**config.mk**
```make
export PLATFORM = sky130hd
export DESIGN_NAME = rewc_front
export DESIGN_NICKNAME = d
export VERILOG_FILES = /design/src/rtl/rewc_pkg.sv /design/src/rtl/rewc_front.sv
export SDC_FILE = /design/constraint.sdc
export NUM_CORES = 2
export LEC_CHECK = 0
export BUFFER_PORTS_ARGS = -buffer_cell sky130_fd_sc_hd__buf_2
export CORE_MARGIN = 2
export CORE_UTILIZATION = 67
export CTS_BUF_LIST = sky130_fd_sc_hd__clkbuf_2
export DETAILED_ROUTE_END_ITERATION = 7
export MAX_ROUTING_LAYER = met4
export PLACE_DENSITY = 0.87
export SYNTH_ARGS = -nofsm -noshare
export SYNTH_HDL_FRONTEND = slang
export SYNTH_SLANG_ARGS = --single-unit
```
**constraint.sdc**
```tcl
create_clock -name clk -period 7.45 [get_ports clk]
set_input_delay 0.745 -clock clk [delete_from_list [all_inputs] [get_ports clk]]
set_output_delay 0.745 -clock clk [all_outputs]
set_load 0.02 [all_outputs]
```
**src/rtl/rewc_pkg.sv**
```systemverilog
// Package for the rotational event warp contrast core.
// Holds widths, reset values, register codes, state and status types.
// No dependencies; every rtl file refers to it by scoped names.
`default_nettype none

package rewc_pkg;

  localparam int IMG_WIDTH_DEF  = 1280;
  localparam int IMG_HEIGHT_DEF = 720;
  localparam int COUNT_BITS_DEF = 16;
  localparam int QUEUE_DEPTH    = 4;

  localparam int COORD_W  = 11;
  localparam int ANGLE_W  = 16;
  localparam int SUM_W    = 63;
  localparam int TOTAL_W  = 32;
  localparam int Q_FRAC   = 14;
  localparam int Q_ONE    = 1 << Q_FRAC;
  localparam int DATA_W   = 32;
  localparam int PADDR_W  = 4;

  localparam logic [ANGLE_W-1:0] COS_RESET = 16'h4000;
  localparam logic [ANGLE_W-1:0] SIN_RESET = 16'h0000;
  localparam logic [COORD_W-1:0] CX_RESET  = 11'd600;
  localparam logic [COORD_W-1:0] CY_RESET  = 11'd411;

  typedef enum logic [1:0] {
    REG_COS = 2'd0,
    REG_SIN = 2'd1,
    REG_CX  = 2'd2,
    REG_CY  = 2'd3
  } cfg_reg_t;

  typedef struct packed {
    logic [ANGLE_W-1:0] cos_angle;
    logic [ANGLE_W-1:0] sin_angle;
    logic [COORD_W-1:0] center_x;
    logic [COORD_W-1:0] center_y;
  } rot_cfg_t;

  typedef struct packed {
    logic finish;
    logic hit;
  } item_cls_t;

  typedef struct packed {
    logic clearing;
  } bk_stat_t;

  typedef enum logic [1:0] {
    BK_CLEAR,
    BK_IDLE,
    BK_UPDATE
  } bk_state_t;

endpackage

`default_nettype wire

```
**src/rtl/rewc_front.sv**
```systemverilog
// Front end: rotates each event about the centre and classifies it.
// Four-stage pipeline ending in the pixel index; depends on rewc_pkg.
`default_nettype none

module rewc_front #(
  parameter int IMG_WIDTH  = rewc_pkg::IMG_WIDTH_DEF,
  parameter int IMG_HEIGHT = rewc_pkg::IMG_HEIGHT_DEF,
  parameter int AW         = $clog2(IMG_WIDTH * IMG_HEIGHT)
) (
  input  wire logic                         clk,
  input  wire logic                         rst_n,
  input  wire logic                         take,
  input  wire logic                         in_action,
  input  wire logic [rewc_pkg::COORD_W-1:0] in_event_x,
  input  wire logic [rewc_pkg::COORD_W-1:0] in_event_y,
  input  wire rewc_pkg::rot_cfg_t           cfg,
  input  wire logic                         q_full,
  output logic                              adv,
  output logic                              q_push,
  output logic [$bits(rewc_pkg::item_cls_t)+AW-1:0] q_data
);

  localparam int XW = $clog2(IMG_WIDTH);
  localparam int YW = $clog2(IMG_HEIGHT);
  localparam int DW = rewc_pkg::COORD_W + 1;
  localparam int PW = DW + rewc_pkg::ANGLE_W;
  localparam int SW = PW + 2;
  localparam int QF = rewc_pkg::Q_FRAC;
  localparam logic signed [SW-1:0] X_LIM   = SW'(IMG_WIDTH * rewc_pkg::Q_ONE);
  localparam logic signed [SW-1:0] Y_LIM   = SW'(IMG_HEIGHT * rewc_pkg::Q_ONE);
  localparam logic signed [SW-1:0] NEG_LIM = SW'(-rewc_pkg::Q_ONE);

  logic signed [rewc_pkg::ANGLE_W-1:0] cfg_cos;
  logic signed [rewc_pkg::ANGLE_W-1:0] cfg_sin;
  logic signed [SW-1:0] cxq;
  logic signed [SW-1:0] cyq;

  logic                 s1_v_r, s2_v_r, s3_v_r, s4_v_r;
  logic                 s1_fin_r, s2_fin_r, s3_fin_r, s4_fin_r;
  logic signed [DW-1:0] s1_dx_r, s1_dy_r;
  logic signed [DW-1:0] s1_dx_nxt, s1_dy_nxt;
  logic signed [PW-1:0] s2_pxc_r, s2_pys_r, s2_pxs_r, s2_pyc_r;
  logic signed [PW-1:0] s2_pxc_nxt, s2_pys_nxt, s2_pxs_nxt, s2_pyc_nxt;
  logic signed [SW-1:0] sx, sy;
  logic [XW-1:0]        s3_wx_r, s3_wx_nxt;
  logic [YW-1:0]        s3_wy_r, s3_wy_nxt;
  logic                 s3_in_r, s3_in_nxt, s4_in_r;
  logic [AW-1:0]        s4_idx_r, s4_idx_nxt;
  rewc_pkg::item_cls_t  cls;

  always_comb begin
    cfg_cos    = $signed(cfg.cos_angle);
    cfg_sin    = $signed(cfg.sin_angle);
    cxq        = $signed(SW'({cfg.center_x, {QF{1'b0}}}));
    cyq        = $signed(SW'({cfg.center_y, {QF{1'b0}}}));
    s1_dx_nxt  = $signed({1'b0, in_event_x}) - $signed({1'b0, cfg.center_x});
    s1_dy_nxt  = $signed({1'b0, in_event_y}) - $signed({1'b0, cfg.center_y});
    s2_pxc_nxt = PW'(s1_dx_r) * PW'(cfg_cos);
    s2_pys_nxt = PW'(s1_dy_r) * PW'(cfg_sin);
    s2_pxs_nxt = PW'(s1_dx_r) * PW'(cfg_sin);
    s2_pyc_nxt = PW'(s1_dy_r) * PW'(cfg_cos);
    sx         = SW'(s2_pxc_r) - SW'(s2_pys_r) + cxq;
    sy         = SW'(s2_pxs_r) + SW'(s2_pyc_r) + cyq;
    s3_in_nxt  = (sx > NEG_LIM) && (sx < X_LIM) && (sy > NEG_LIM) && (sy < Y_LIM);
    s3_wx_nxt  = sx[SW-1] ? '0 : sx[XW+QF-1:QF];
    s3_wy_nxt  = sy[SW-1] ? '0 : sy[YW+QF-1:QF];
    s4_idx_nxt = AW'(s3_wy_r) * AW'(IMG_WIDTH) + AW'(s3_wx_r);
    adv        = !s4_v_r || !q_full;
    q_push     = s4_v_r && !q_full;
    cls.finish = s4_fin_r;
    cls.hit    = s4_in_r;
    q_data     = {cls, s4_idx_r};
  end

  always_ff @(posedge clk) begin
    if (!rst_n) begin
      s1_v_r <= 1'b0;
      s2_v_r <= 1'b0;
      s3_v_r <= 1'b0;
      s4_v_r <= 1'b0;
    end else if (adv) begin
      s1_v_r <= take;
      s2_v_r <= s1_v_r;
      s3_v_r <= s2_v_r;
      s4_v_r <= s3_v_r;
    end
  end

  always_ff @(posedge clk) begin
    if (adv) begin
      s1_fin_r <= in_action;
      s1_dx_r  <= s1_dx_nxt;
      s1_dy_r  <= s1_dy_nxt;
      s2_fin_r <= s1_fin_r;
      s2_pxc_r <= s2_pxc_nxt;
      s2_pys_r <= s2_pys_nxt;
      s2_pxs_r <= s2_pxs_nxt;
      s2_pyc_r <= s2_pyc_nxt;
      s3_fin_r <= s2_fin_r;
      s3_in_r  <= s3_in_nxt;
      s3_wx_r  <= s3_wx_nxt;
      s3_wy_r  <= s3_wy_nxt;
      s4_fin_r <= s3_fin_r;
      s4_in_r  <= s3_in_r;
      s4_idx_r <= s4_idx_nxt;
    end
  end

endmodule

`default_nettype wire

```
==> flow_metrics.py <==
metrics = {
    "timing": {
        "hold_violations": 0,
        "slew_viol_final": 0,
        "max_slew_margin_pct": 10.04,
        "finalSetupTns_ns": 0,
        "rsz0062_at_grt": "false",
        "fin_crit_sh_pct": 92.82,
        "tightest_slew_ns": 1.349,
        "period_minus_slack_ns": 6.915,
        "max_freq_ghz": 0.1446,
        "fin_skew_ns": 0.07035,
        "setup_viol": 0,
        "fin_ws_ns": 0.5346,
    },
    "placed_design": {
        "dp.cells": 4873,
        "dpl.hpwl_um": 69660,
        "gp_congestion": 0.9437,
        "numPortBuffers": 104,
        "place_worst_setup_slack_ns": 0.5783,
    },
    "synth": {
        "yosys_warnings": 0,
        "synth_edf_count": 183,
        "ys_seq_area_share_pct": 14.43,
        "syn_area_um2": 38630,
        "synthFlopType": "edfxtp_1",
        "syn-num-nets": 5286,
        "synth-seq-cells": 187,
        "yosys.area.top_type": "fa_1",
        "async_flop_share_pct": 0,
        "syn-mean-instance-area_um2": 9.426,
        "ys_types": 76,
        "synth_top_area_share_pct": 38.35,
        "yosys-top-cells-area": "fa_1 (38%), edfxtp_1 (14%), ha_1 (12%), inv_1 (9.1%), nand2_1 (5.3%)",
        "synthCells": 4098,
    },
    "layout": {
        "final_nets": 5328,
        "syn2layout_area_growth_pct": 4.680,
        "multi_input_area_um2": 28960,
        "seqCellArea_um2": 5575,
        "nFillCells": 4090,
        "fin_cells": 4933,
        "drive_gt1_share_pct": 5.201,
    },
    "flow_run": {
        "max_cap_viol_count": 0,
    },
    "global_route": {
        "grtUsageTotal_pct": 32.07,
        "grt_first_pass_wirelength_um": 146500,
        "antenna_found_initial": 5,
        "grt_pass1_vias": 29830,
        "grt_start_max_net_pins": 75,
        "grt.overflow.total": 0,
    },
    "critical_path": {
        "path_max_fanout": 17,
        "start_kind": "register",
        "critPathRequiredTime_ns": 8.40,
        "cp.arrival_ns": 7.86,
        "critical_path_class": "register to register",
        "end_kind": "register",
    },
    "floorplan": {
        "dieHeight_um": 244.1,
        "fp.dieW_um": 244.1,
        "start_util_pct": 67.34,
        "io_pins": 105,
        "num_rows": 88,
        "die_area_um2": 59590,
        "placeableCoreArea_um2": 57370,
    },
    "clock_network": {
        "cts-resized-gates": 0,
        "cts_buffers": 17,
        "hold_buffers": 13,
        "clk_pin_slew_ns": 0.35,
        "cts_tree": "built",
        "root_buffer": "clkbuf_2",
        "insertion_delay_ns": 1.12,
        "clock_path_buffers": 2,
        "post_cts_buffers": 0,
        "htree_levels": 4,
        "cts_sinks": 187,
    },
    "routing": {
        "ant_nets": 0,
        "num_vias": 28190,
        "drt-initial-drc-count": 2299,
        "first_pass_iters": 7,
        "drt_drc_violations_left": 0,
        "drt_wl_total_um": 87230,
        "wire_per_inst_um": 17.68,
        "via_per_inst": 5.715,
    },
    "run_status": {
        "status": "complete, no violations",
    },
    "worst_hold_path": {
        "hold_class": "input pin to register",
    },
}
-- registers in the layout (all words and copies together) (netlist names), 10 cells and up --
| name | cells |
|---|---|
| s3_wy_r | 10 |
| s1_dx_r | 12 |
| s2_pyc_r | 28 |
| s3_wx_r | 11 |
| s1_dy_r | 12 |
| s2_pxs_r | 28 |
| s2_pxc_r | 28 |
| s4_idx_r | 20 |
| s2_pys_r | 28 |
-- logic make-up after synthesis --
family                     Yosys count  synth area share, %
muxes                                3              0.08421
DFF                                187                14.43
and+or+nand+nor                   1155                14.09
AOI/OAI and AO/OA                  377                6.478
xor gates and xnor gates           178                4.055
adders and majority gates         1107                50.24
buffers and inverters             1091                10.63
-- metal layers --
metal	track usage (%)	routed length (µm)	up-vias
li1	-	-	12620
met1	41.31	33560	13950
met2	48.86	40190	1322
met3	6.431	8187	295
met4	15.91	5294	0
met5	-	0	-
-- per-stage QoR --
step	hold WS (ns)	area, µm²	util (%)
after global routing	0.01172	40430	70.47
after CTS	0.0002577	40400	70.43
final	0.09739	40440	70.49
after detailed placement	0.4066	39950	69.65
after global placement	0.4012	39950	69.65
after floorplan	0.4003	38630	-
-- layout make-up --
| class | count | area share [%] |
|---|---|---|
| sequential | 187 | 13.79 |
| multi-input combinational | 2820 | 71.61 |
| clock inverter | 15 | 0.5693 |
| timing repair buffer | 171 | 2.611 |
| antenna | 15 | 0.09282 |
| clock buffer | 17 | 0.2104 |
| inverter | 943 | 8.753 |
| tap | 765 | 2.367 |
-- worst max-delay path, stage by stage (launching register included) --
cell and delay (ns):
edfxtp_1 1.06, nand2_1 0.22, fa_1 0.56, fa_1 0.52
inv_1 0.06, fa_1 0.51, fa_1 0.52, inv_1 0.05
fa_1 0.47, inv_1 0.04, ha_1 0.35, a21o_1 0.19
a21o_1 0.16, a21o_1 0.21, or3_1 0.34, o211ai_1 0.39
a311oi_1 0.23, o21a_1 0.23, o21a_1 0.18, o41a_1 0.32
xnor2_1 0.14
-- path summary, 6_finish.rpt --
check	startpoint	endpoint	slack, ns	depth (start not counted)
worst max-delay path	s1_dx_r[3]	s2_pxs_r[27]	0.53	20
worst min-delay path	cfg[12]	s1_dx_r[1]	0.1	3
worst max register to register	s1_dx_r[3]	s2_pxs_r[27]	0.53	20
worst min register to register	s3_fin_r	s4_fin_r	0.46	0
-- synth_stat cells, drive strengths merged, types with 6 or more instances --
cell / number
a211o: 6
a211oi: 10
a21boi: 13
a21o: 53
a21oi: 116
a31oi: 9
and2: 260
and3: 16
buf: 6
clkbuf: 142
edfxtp: 183
fa: 740
ha: 367
inv: 941
nand2: 541
nand2b: 30
nand3: 33
nand3b: 6
nand4: 10
nor2: 152
nor2b: 23
nor3: 39
nor4: 6
o211ai: 15
o21a: 14
o21ai: 69
o21bai: 17
or2: 7
or3: 15
or4: 6
xnor2: 134
xor2: 44
-- layout by cell type, fill, tap and decap left out, drive strengths merged, types with 16 or more instances in the layout --
master / count
a21o: 53
a21oi: 116
and2: 260
and3: 16
buf: 158
clkbuf: 17
edfxtp: 183
fa: 740
ha: 367
inv: 947
nand2: 541
nand2b: 30
nand3: 33
nor2: 152
nor2b: 23
nor3: 39
o21ai: 69
o21bai: 17
xnor2: 134
xor2: 44
Power is left out: the tool's default activity adds up to more than one toggle a clock period on the data nets, which glitch-free logic cannot reach.
