<file path="config.mk">
export PLATFORM = sky130hd
export DESIGN_NAME = rewc_queue
export DESIGN_NICKNAME = d
export VERILOG_FILES = /design/src/rtl/rewc_pkg.sv /design/src/rtl/rewc_queue.sv
export SDC_FILE = /design/constraint.sdc
export NUM_CORES = 1
export LEC_CHECK = 0
export ABC_AREA = 1
export ABC_CLOCK_PERIOD_IN_PS = 2000
export BUFFER_PORTS_ARGS = -buffer_cell sky130_fd_sc_hd__buf_2
export CAP_MARGIN = 10
export CORE_MARGIN = 1.5
export CORE_UTILIZATION = 50
export DETAILED_ROUTE_END_ITERATION = 16
export HOLD_SLACK_MARGIN = 0.05
export PLACE_DENSITY = 0.71
export RECOVER_POWER = 25
export SLEW_MARGIN = 20
export SYNTH_ARGS = -nofsm -noshare
export SYNTH_HDL_FRONTEND = slang
export SYNTH_SLANG_ARGS = --single-unit
export TNS_END_PERCENT = 30
</file>
<file path="constraint.sdc">
create_clock -name clk -period 2 [get_ports clk]
set_input_delay 0.3 -clock clk [delete_from_list [all_inputs] [get_ports clk]]
set_output_delay 0.3 -clock clk [all_outputs]
set_load 0.005 [all_outputs]
</file>
<file path="src/rtl/rewc_pkg.sv">
// Package for the rotational event warp contrast core.
// Holds widths, reset values, register codes, state and status types.
// No dependencies; every rtl file refers to it by scoped names.
`default_nettype none

package rewc_pkg;

  localparam int IMG_WIDTH_DEF  = 1280;
  localparam int IMG_HEIGHT_DEF = 720;
  localparam int COUNT_BITS_DEF = 16;
  localparam int QUEUE_DEPTH    = 4;

  localparam int COORD_W  = 11;
  localparam int ANGLE_W  = 16;
  localparam int SUM_W    = 63;
  localparam int TOTAL_W  = 32;
  localparam int Q_FRAC   = 14;
  localparam int Q_ONE    = 1 << Q_FRAC;
  localparam int DATA_W   = 32;
  localparam int PADDR_W  = 4;

  localparam logic [ANGLE_W-1:0] COS_RESET = 16'h4000;
  localparam logic [ANGLE_W-1:0] SIN_RESET = 16'h0000;
  localparam logic [COORD_W-1:0] CX_RESET  = 11'd600;
  localparam logic [COORD_W-1:0] CY_RESET  = 11'd411;

  typedef enum logic [1:0] {
    REG_COS = 2'd0,
    REG_SIN = 2'd1,
    REG_CX  = 2'd2,
    REG_CY  = 2'd3
  } cfg_reg_t;

  typedef struct packed {
    logic [ANGLE_W-1:0] cos_angle;
    logic [ANGLE_W-1:0] sin_angle;
    logic [COORD_W-1:0] center_x;
    logic [COORD_W-1:0] center_y;
  } rot_cfg_t;

  typedef struct packed {
    logic finish;
    logic hit;
  } item_cls_t;

  typedef struct packed {
    logic clearing;
  } bk_stat_t;

  typedef enum logic [1:0] {
    BK_CLEAR,
    BK_IDLE,
    BK_UPDATE
  } bk_state_t;

endpackage

`default_nettype wire

</file>
<file path="src/rtl/rewc_queue.sv">
// Short first-in first-out queue between the front and back ends.
// Register storage with read and write pointers; depends on rewc_pkg.
`default_nettype none

module rewc_queue #(
  parameter int DATA_W = 8,
  parameter int DEPTH  = rewc_pkg::QUEUE_DEPTH
) (
  input  wire logic              clk,
  input  wire logic              rst_n,
  input  wire logic              push,
  input  wire logic [DATA_W-1:0] wr_data,
  output logic                   full,
  input  wire logic              pop,
  output logic [DATA_W-1:0]      rd_data,
  output logic                   empty
);

  localparam int PTR_W = $clog2(DEPTH);

  logic [DATA_W-1:0] store_r [DEPTH];
  logic [PTR_W-1:0]  wr_ptr_r, rd_ptr_r;
  logic [PTR_W:0]    cnt_r, cnt_nxt;
  logic              do_push, do_pop;

  always_comb begin
    full    = cnt_r == (PTR_W+1)'(DEPTH);
    empty   = cnt_r == '0;
    do_push = push && !full;
    do_pop  = pop && !empty;
    rd_data = store_r[rd_ptr_r];
    cnt_nxt = cnt_r + (PTR_W+1)'(do_push) - (PTR_W+1)'(do_pop);
  end

  always_ff @(posedge clk) begin
    if (!rst_n) begin
      wr_ptr_r <= '0;
      rd_ptr_r <= '0;
      cnt_r    <= '0;
    end else begin
      if (do_push) wr_ptr_r <= wr_ptr_r + 1'b1;
      if (do_pop) rd_ptr_r <= rd_ptr_r + 1'b1;
      cnt_r <= cnt_nxt;
    end
  end

  always_ff @(posedge clk) begin
    if (do_push) store_r[wr_ptr_r] <= wr_data;
  end

endmodule

`default_nettype wire

</file>
==> flow_metrics.env, run 1 <==
export IMPL_status="finished, final reports clean"
export IMPL_yosysMostFrequentCell="edfxtp_1"
export IMPL_clock_sinks=41
export IMPL_clock_latency_ns=0.35
export IMPL_cts_hold_buf=0
export IMPL_timing_rr_start="cnt_r[0]$_SDFF_PN0_"
export IMPL_start_kind="flop"
export IMPL_grt_setup_unrepaired="false"
export IMPL_period_share_pct=93.7
export IMPL_p_per_area_nw_per_um2=1220
export IMPL_grt_pass1_wl_um=4640
export IMPL_place_congestion=0.666
export IMPL_cp_arrival_ns=2.18
export IMPL_nNetsFinal=195
export IMPL_die_h_um=60.9
export IMPL_worstMarginPinSlew_ns=0.306
export IMPL_worstRegToRegCells=10
export IMPL_path_max_fanout=5
export IMPL_power_total_mw=2.39
export IMPL_drive_gt1_share_pct=21.5
export IMPL_wirelength_um=2870
export IMPL_min_period_ns=1.87
export IMPL_ys_top_cells_by_area="edfxtp_1, dfxtp_1, nor2_1"
export IMPL_area_growth_pct=16.8
export IMPL_detail_route_wl_per_cell_um=13.0
export IMPL_rows=20
export IMPL_synthDistinctLibCells=16
export IMPL_hpwl_um=1990
export IMPL_cts_tree="built"
export IMPL_end_kind="flop"
export IMPL_h_tree_depth=2
export IMPL_syn_inst=144
export IMPL_max_vdd_ir_drop_mv=0.631
export IMPL_rrSetupSlack_ns=0.13
export IMPL_worst_hold_slack_ns=0.166
export IMPL_grt_max_degree=17
export IMPL_timing_setup_tns_ns=0
export IMPL_grtUsageTotal_pct=18.6
export IMPL_core_area_um2=3130
export IMPL_synth_area_um2=1680
export IMPL_initial_core_util_pct=53.6
export IMPL_grt_overflow_total=0
export IMPL_fmax_ghz=0.533
export IMPL_hold_viol=0
export IMPL_diodes=0
export IMPL_whs_endpoint="store_r[2][2]$_DFFE_PP_"
export IMPL_cts_clk_slew_worst_paths_ns=0.12
export IMPL_power_leakage_nw=0.790
export IMPL_die_x_um=60.9
export IMPL_yosys_warnings=0
export IMPL_slew_viol_final=0
export IMPL_grt_pass1_vias=1027
export IMPL_cts_root_buffer="clkbuf_4"
export IMPL_drc=0
export IMPL_r2r_end="cnt_r[1]$_SDFF_PN0_"
export IMPL_hold_path_class="in2reg"
export IMPL_cap_violations=0
export IMPL_ant_nets=0
export IMPL_avgSynthCellArea_um2=11.6
export IMPL_synthFlopType="edfxtp_1"
export IMPL_antenna_found_initial=0
export IMPL_fp_dieArea_um2=3710
export IMPL_fill_cells=255
export IMPL_via_per_inst=4.95
export IMPL_synth_commonest_cells="edfxtp_1, nor2_1, inv_1"
export IMPL_cts_buffers=5
export IMPL_clockBufferDepth=2
export IMPL_setup_violations=0
export IMPL_holdPathStages=1
export IMPL_vias=1093
export IMPL_skew_ns=0.00724
export IMPL_yosysTopAreaCellShare_pct=57.4
export IMPL_synth_edf_count=32
export IMPL_postSynth_asyncResetShare_pct=0
export IMPL_drt_first_iter_violations=25
export IMPL_relSlewSlack_pct=79.5
export IMPL_postCtsSetupRepairBufs=0
export IMPL_yosys_area_top_type="edfxtp_1"
export IMPL_ios=22
export IMPL_min_delay_start="wr_data[2]"
export IMPL_crit_type="reg2reg"
export IMPL_drt_pass1_iterations=4
export IMPL_required_ns=2.30
export IMPL_yosysSeqAreaShare_pct=68.1
export IMPL_io_buffers=21
export IMPL_synth_seq_cells=41
export IMPL_cts_resized=0
export IMPL_synth_fp_nets=163
-- worst max-delay path, cell delays in order (launching register included) --
cell	delay (ns)
dfxtp_1	0.34
nor2_2	0.16
nand2_2	0.10
inv_1	0.08
nor2_1	0.04
ha_1	0.26
inv_1	0.04
ha_1	0.18
fa_2	0.52
nand2_1	0.06
inv_1	0.05
-- state kept, by name, summed over array words and instances (netlist names), named ones only --
register / count
wr_ptr_r: 2
cnt_r: 3
rd_ptr_r: 2
store_r: 32
-- placed cells by master, fill, tap and decap left out, types with 6 or more instances in the layout --
| master | count |
|---|---|
| dfxtp_1 | 8 |
| o22ai_1 | 8 |
| nor2_1 | 25 |
| clkbuf_1 | 6 |
| ha_1 | 6 |
| nand2_1 | 13 |
| buf_2 | 15 |
| buf_4 | 6 |
| inv_1 | 18 |
| o21ai_0 | 12 |
| edfxtp_1 | 32 |
-- worst max-delay path by stage --
stage / from / cells after the start / to
6_report: cnt_r[0]$_SDFF_PN0_ / 10 / cnt_r[1]$_SDFF_PN0_
4_1_cts: flop / 4 / rd_data[4]
2_1_floorplan: cnt_r[1]$_SDFF_PN0_ / 10 / cnt_r[2]$_SDFF_PN0_
3_5_place_dp: cnt_r[1]$_SDFF_PN0_ / 10 / cnt_r[2]$_SDFF_PN0_
3_3_place_gp: cnt_r[1]$_SDFF_PN0_ / 10 / cnt_r[2]$_SDFF_PN0_
5_1_grt: cnt_r[0]$_SDFF_PN0_ / 10 / cnt_r[1]$_SDFF_PN0_
-- through the flow --
step	instances	util (%)	setup WS, ns	cell area, µm²
after detailed placement	213	59.4	0.0980	1860
after CTS	221	62.5	0.0327	1960
after global placement	213	59.4	0.213	1860
after global routing	221	62.6	0.0133	1960
after floorplan	144	-	0.225	1680
final	221	62.6	0.125	1960
-- per-layer routing --
metal | GRT usage [%] | wire length, µm | vias to the layer above
li1 | - | - | 558
met1 | 19.8 | 1160 | 508
met2 | 33.2 | 1560 | 23
met3 | 6.18 | 126 | 4
met4 | 8.39 | 24 | 0
met5 | 0 | 0 | -
-- cell families after synthesis --
| logic type | after synthesis | synth area share [%] |
|---|---|---|
| flip-flops | 41 | 68.1 |
| AO/OA/AOI/OAI | 29 | 9.71 |
| AND/OR/NAND/NOR | 46 | 10.9 |
| buffers and inverters | 21 | 5.60 |
| adder cells (fa/ha/maj) | 7 | 5.68 |
-- final cells by class --
cell class	instances	area, µm²	area share, %
inverters	19	71.3	3.64
multi-input cells	82	448	22.9
repair buffers	27	143	7.29
clock inverters	2	35.0	1.79
clock buffers	6	62.6	3.20
well taps	44	55.1	2.81
flip-flops and latches	41	1140	58.4
-- power breakdown --
part	leakage (nW)	internal (mW)	switching (mW)	total, mW
logic	0.369	0.275	0.391	0.666
clock network	0.0534	0.337	0.259	0.596
registers	0.368	1.05	0.0784	1.13
No activity file was read; power rests on OpenSTA's default activity.
==> run 2: changes to the inputs <==
--- a/config.mk
+++ b/config.mk
@@ -15,6 +15,7 @@
 export HOLD_SLACK_MARGIN = 0.05
 export PLACE_DENSITY = 0.71
 export RECOVER_POWER = 25
+export SETUP_SLACK_MARGIN = 0.3
 export SLEW_MARGIN = 20
 export SYNTH_ARGS = -nofsm -noshare
 export SYNTH_HDL_FRONTEND = slang
==> run 2 against run 1 <==
Critical endpoint unchanged. Power rose by 8.1%. Sequential power barely moved. Non-clock buffer count rose by 4. Flip-flop and latch count did not move. Highest routed layer is now met3. Setup slack improved by 0.054 ns. Largest power group unchanged.
==> flow_metrics.env, run 2 (synthesized netlist as in run 1, its figures left out) <==
export IMPL_status="finished, final reports clean"
export IMPL_drt_pass1_iterations=4
export IMPL_reg_top3="store_r (32), cnt_r (3)"
export IMPL_via_per_inst=5.08
export IMPL_cts_tree="built"
export IMPL_timing_setup_tns_ns=0
export IMPL_cts_buffers=5
export IMPL_grt_pass1_wl_um=4840
export IMPL_fmax_ghz=0.549
export IMPL_ant_nets=0
export IMPL_diodes=0
export IMPL_path_max_fanout=2
export IMPL_max_vdd_ir_drop_mv=0.695
export IMPL_io_buffers=21
export IMPL_start_kind="flop"
export IMPL_layoutNonFillerInstCount=225
export IMPL_grt_max_degree=17
export IMPL_required_ns=2.30
export IMPL_grtUsageTotal_pct=18.8
export IMPL_p_per_area_nw_per_um2=1260
export IMPL_min_period_ns=1.82
export IMPL_worstMarginPinSlew_ns=0.209
export IMPL_worstRegToRegCells=10
export IMPL_cts_clk_slew_worst_paths_ns=0.13
export IMPL_wirelength_um=3110
export IMPL_path_common_cell="inv_2"
export IMPL_drc=0
export IMPL_h_tree_depth=2
export IMPL_period_share_pct=91.0
export IMPL_crit_type="reg2reg"
export IMPL_power_total_mw=2.58
export IMPL_grt_overflow_total=0
export IMPL_end_kind="flop"
export IMPL_cts_hold_buf=0
export IMPL_drt_first_iter_violations=48
export IMPL_crit_path_max_incr_delay_ns=0.52
export IMPL_detail_route_wl_per_cell_um=13.8
export IMPL_final_common_cell="edfxtp_1"
export IMPL_core_area_um2=3130
export IMPL_antenna_found_initial=0
export IMPL_power_frac_seq_pct=44.5
export IMPL_die_h_um=60.9
export IMPL_clockBufferDepth=2
export IMPL_p_clk_share_pct=21.6
export IMPL_largest_reg_flops=32
export IMPL_ios=22
export IMPL_hpwl_um=2100
export IMPL_hold_viol=0
export IMPL_setup_ws_ns=0.180
export IMPL_cap_violations=0
export IMPL_layout_cells_most_common_list="edfxtp_1, nor2_1, buf_2, inv_1"
export IMPL_place_congestion=0.795
export IMPL_final_util_pct=65.5
export IMPL_setup_violations=0
export IMPL_cts_root_buffer="clkbuf_4"
export IMPL_clock_latency_ns=0.35
export IMPL_cp_arrival_ns=2.12
export IMPL_nNetsFinal=199
export IMPL_cp_top_family="adder cells"
export IMPL_initial_core_util_pct=53.6
export IMPL_dp_cells=213
export IMPL_placed_cell_area_um2=1880
export IMPL_area_growth_pct=22.3
export IMPL_power_share_combinational_pct=33.9
export IMPL_worst_hold_slack_ns=0.178
export IMPL_slew_viol_final=0
export IMPL_skew_ns=0.0175
export IMPL_crit_cells=10
export IMPL_holdPathStages=1
export IMPL_hold_path_class="in2reg"
export IMPL_switching_share_pct=32.6
export IMPL_rows=20
export IMPL_power_leakage_nw=0.823
export IMPL_drive_gt1_share_pct=31.5
export IMPL_fp_dieArea_um2=3710
export IMPL_crit_chain="nor2_4, nand2_4, inv_2, nor2_2, ha_1, inv_2, ha_4, fa_2, nand2_1, inv_1"
export IMPL_pre_cts_slack_ns=0.185
export IMPL_die_x_um=60.9
export IMPL_timing_critical_path_buf_inv=3
export IMPL_relSlewSlack_pct=85.9
export IMPL_postLayoutCellArea_um2=2050
export IMPL_slowest_stage="fa_2"
export IMPL_fill_cells=242
export IMPL_clock_sinks=41
export IMPL_p_int_mw=1.74
export IMPL_grt_setup_unrepaired="true"
export IMPL_grt_pass1_vias=1100
export IMPL_switchingPower_uw=841
export IMPL_largest_register="store_r"
export IMPL_vias=1143
## run 2: cell count changes in the layout (fill, tap and decap cells not counted), moves of 2 or more
cell	previous run	this run
nand2_1	13	11
dfxtp_2	1	4
dfxtp_1	8	4
nand2_4	0	3
buf_4	6	10
inv_1	18	15
## run 2: area by class of cell
| cell class | count | area [µm²] | area share (%) |
|---|---|---|---|
| Tap cell | 44 | 55.1 | 2.69 |
| Sequential cell | 41 | 1150 | 56.1 |
| Inverter | 19 | 78.8 | 3.85 |
| Multi-Input combinational cell | 82 | 503 | 24.5 |
| Timing Repair Buffer | 31 | 174 | 8.49 |
| Clock buffer | 6 | 51.3 | 2.50 |
| Clock inverter | 2 | 37.5 | 1.83 |
## run 2: worst register-to-register path, stage by stage, from the launching register on
cell and delay [ns]:
dfxtp_2 0.36, nor2_4 0.16, nand2_4 0.07, inv_2 0.06, nor2_2 0.03, ha_1 0.28, inv_2 0.04, ha_4 0.15
fa_2 0.52, nand2_1 0.05, inv_1 0.05
## run 2: routing by layer
metal / track usage (%) / share of wire (%) / routed length [µm] / vias to the layer above
met3: 7.25 / 5.5 / 172 / 0
met2: 32.7 / 51 / 1590 / 42
met5: 0 / 0 / 0 / -
li1: - / - / - / 565
met4: 5.90 / 0 / 0 / 0
met1: 21.4 / 43 / 1340 / 536
## run 2: power groups by stage
| stage | registers [mW] | clock network (mW) | logic (mW) |
|---|---|---|---|
| 5_1_grt | 1.16 | 0.607 | 0.975 |
| 2_1_floorplan | 1.13 | 0 | 0.481 |
| 3_5_place_dp | 1.15 | 0 | 0.704 |
| 6_report | 1.15 | 0.558 | 0.876 |
| 4_1_cts | 1.14 | 0.569 | 0.776 |
| 3_3_place_gp | 1.15 | 0 | 0.668 |
## run 2: final timing paths
path	startpoint	to	slack, ns
min reg2reg	rd_ptr_r[1]$_SDFFE_PN0P_	flop	0.53
max	cnt_r[0]$_SDFF_PN0_	cnt_r[1]$_SDFF_PN0_	0.18
min	wr_data[1]	store_r[1][1]$_DFFE_PP_	0.18
max reg2reg	cnt_r[0]$_SDFF_PN0_	cnt_r[1]$_SDFF_PN0_	0.18
## run 2: what timing repair did
item / CTS / global route
endpoints found under the setup margin: 10 / 10
pin swaps: 6 / 8
setup buffers: 2 / 2
resized for setup: 8 / 11
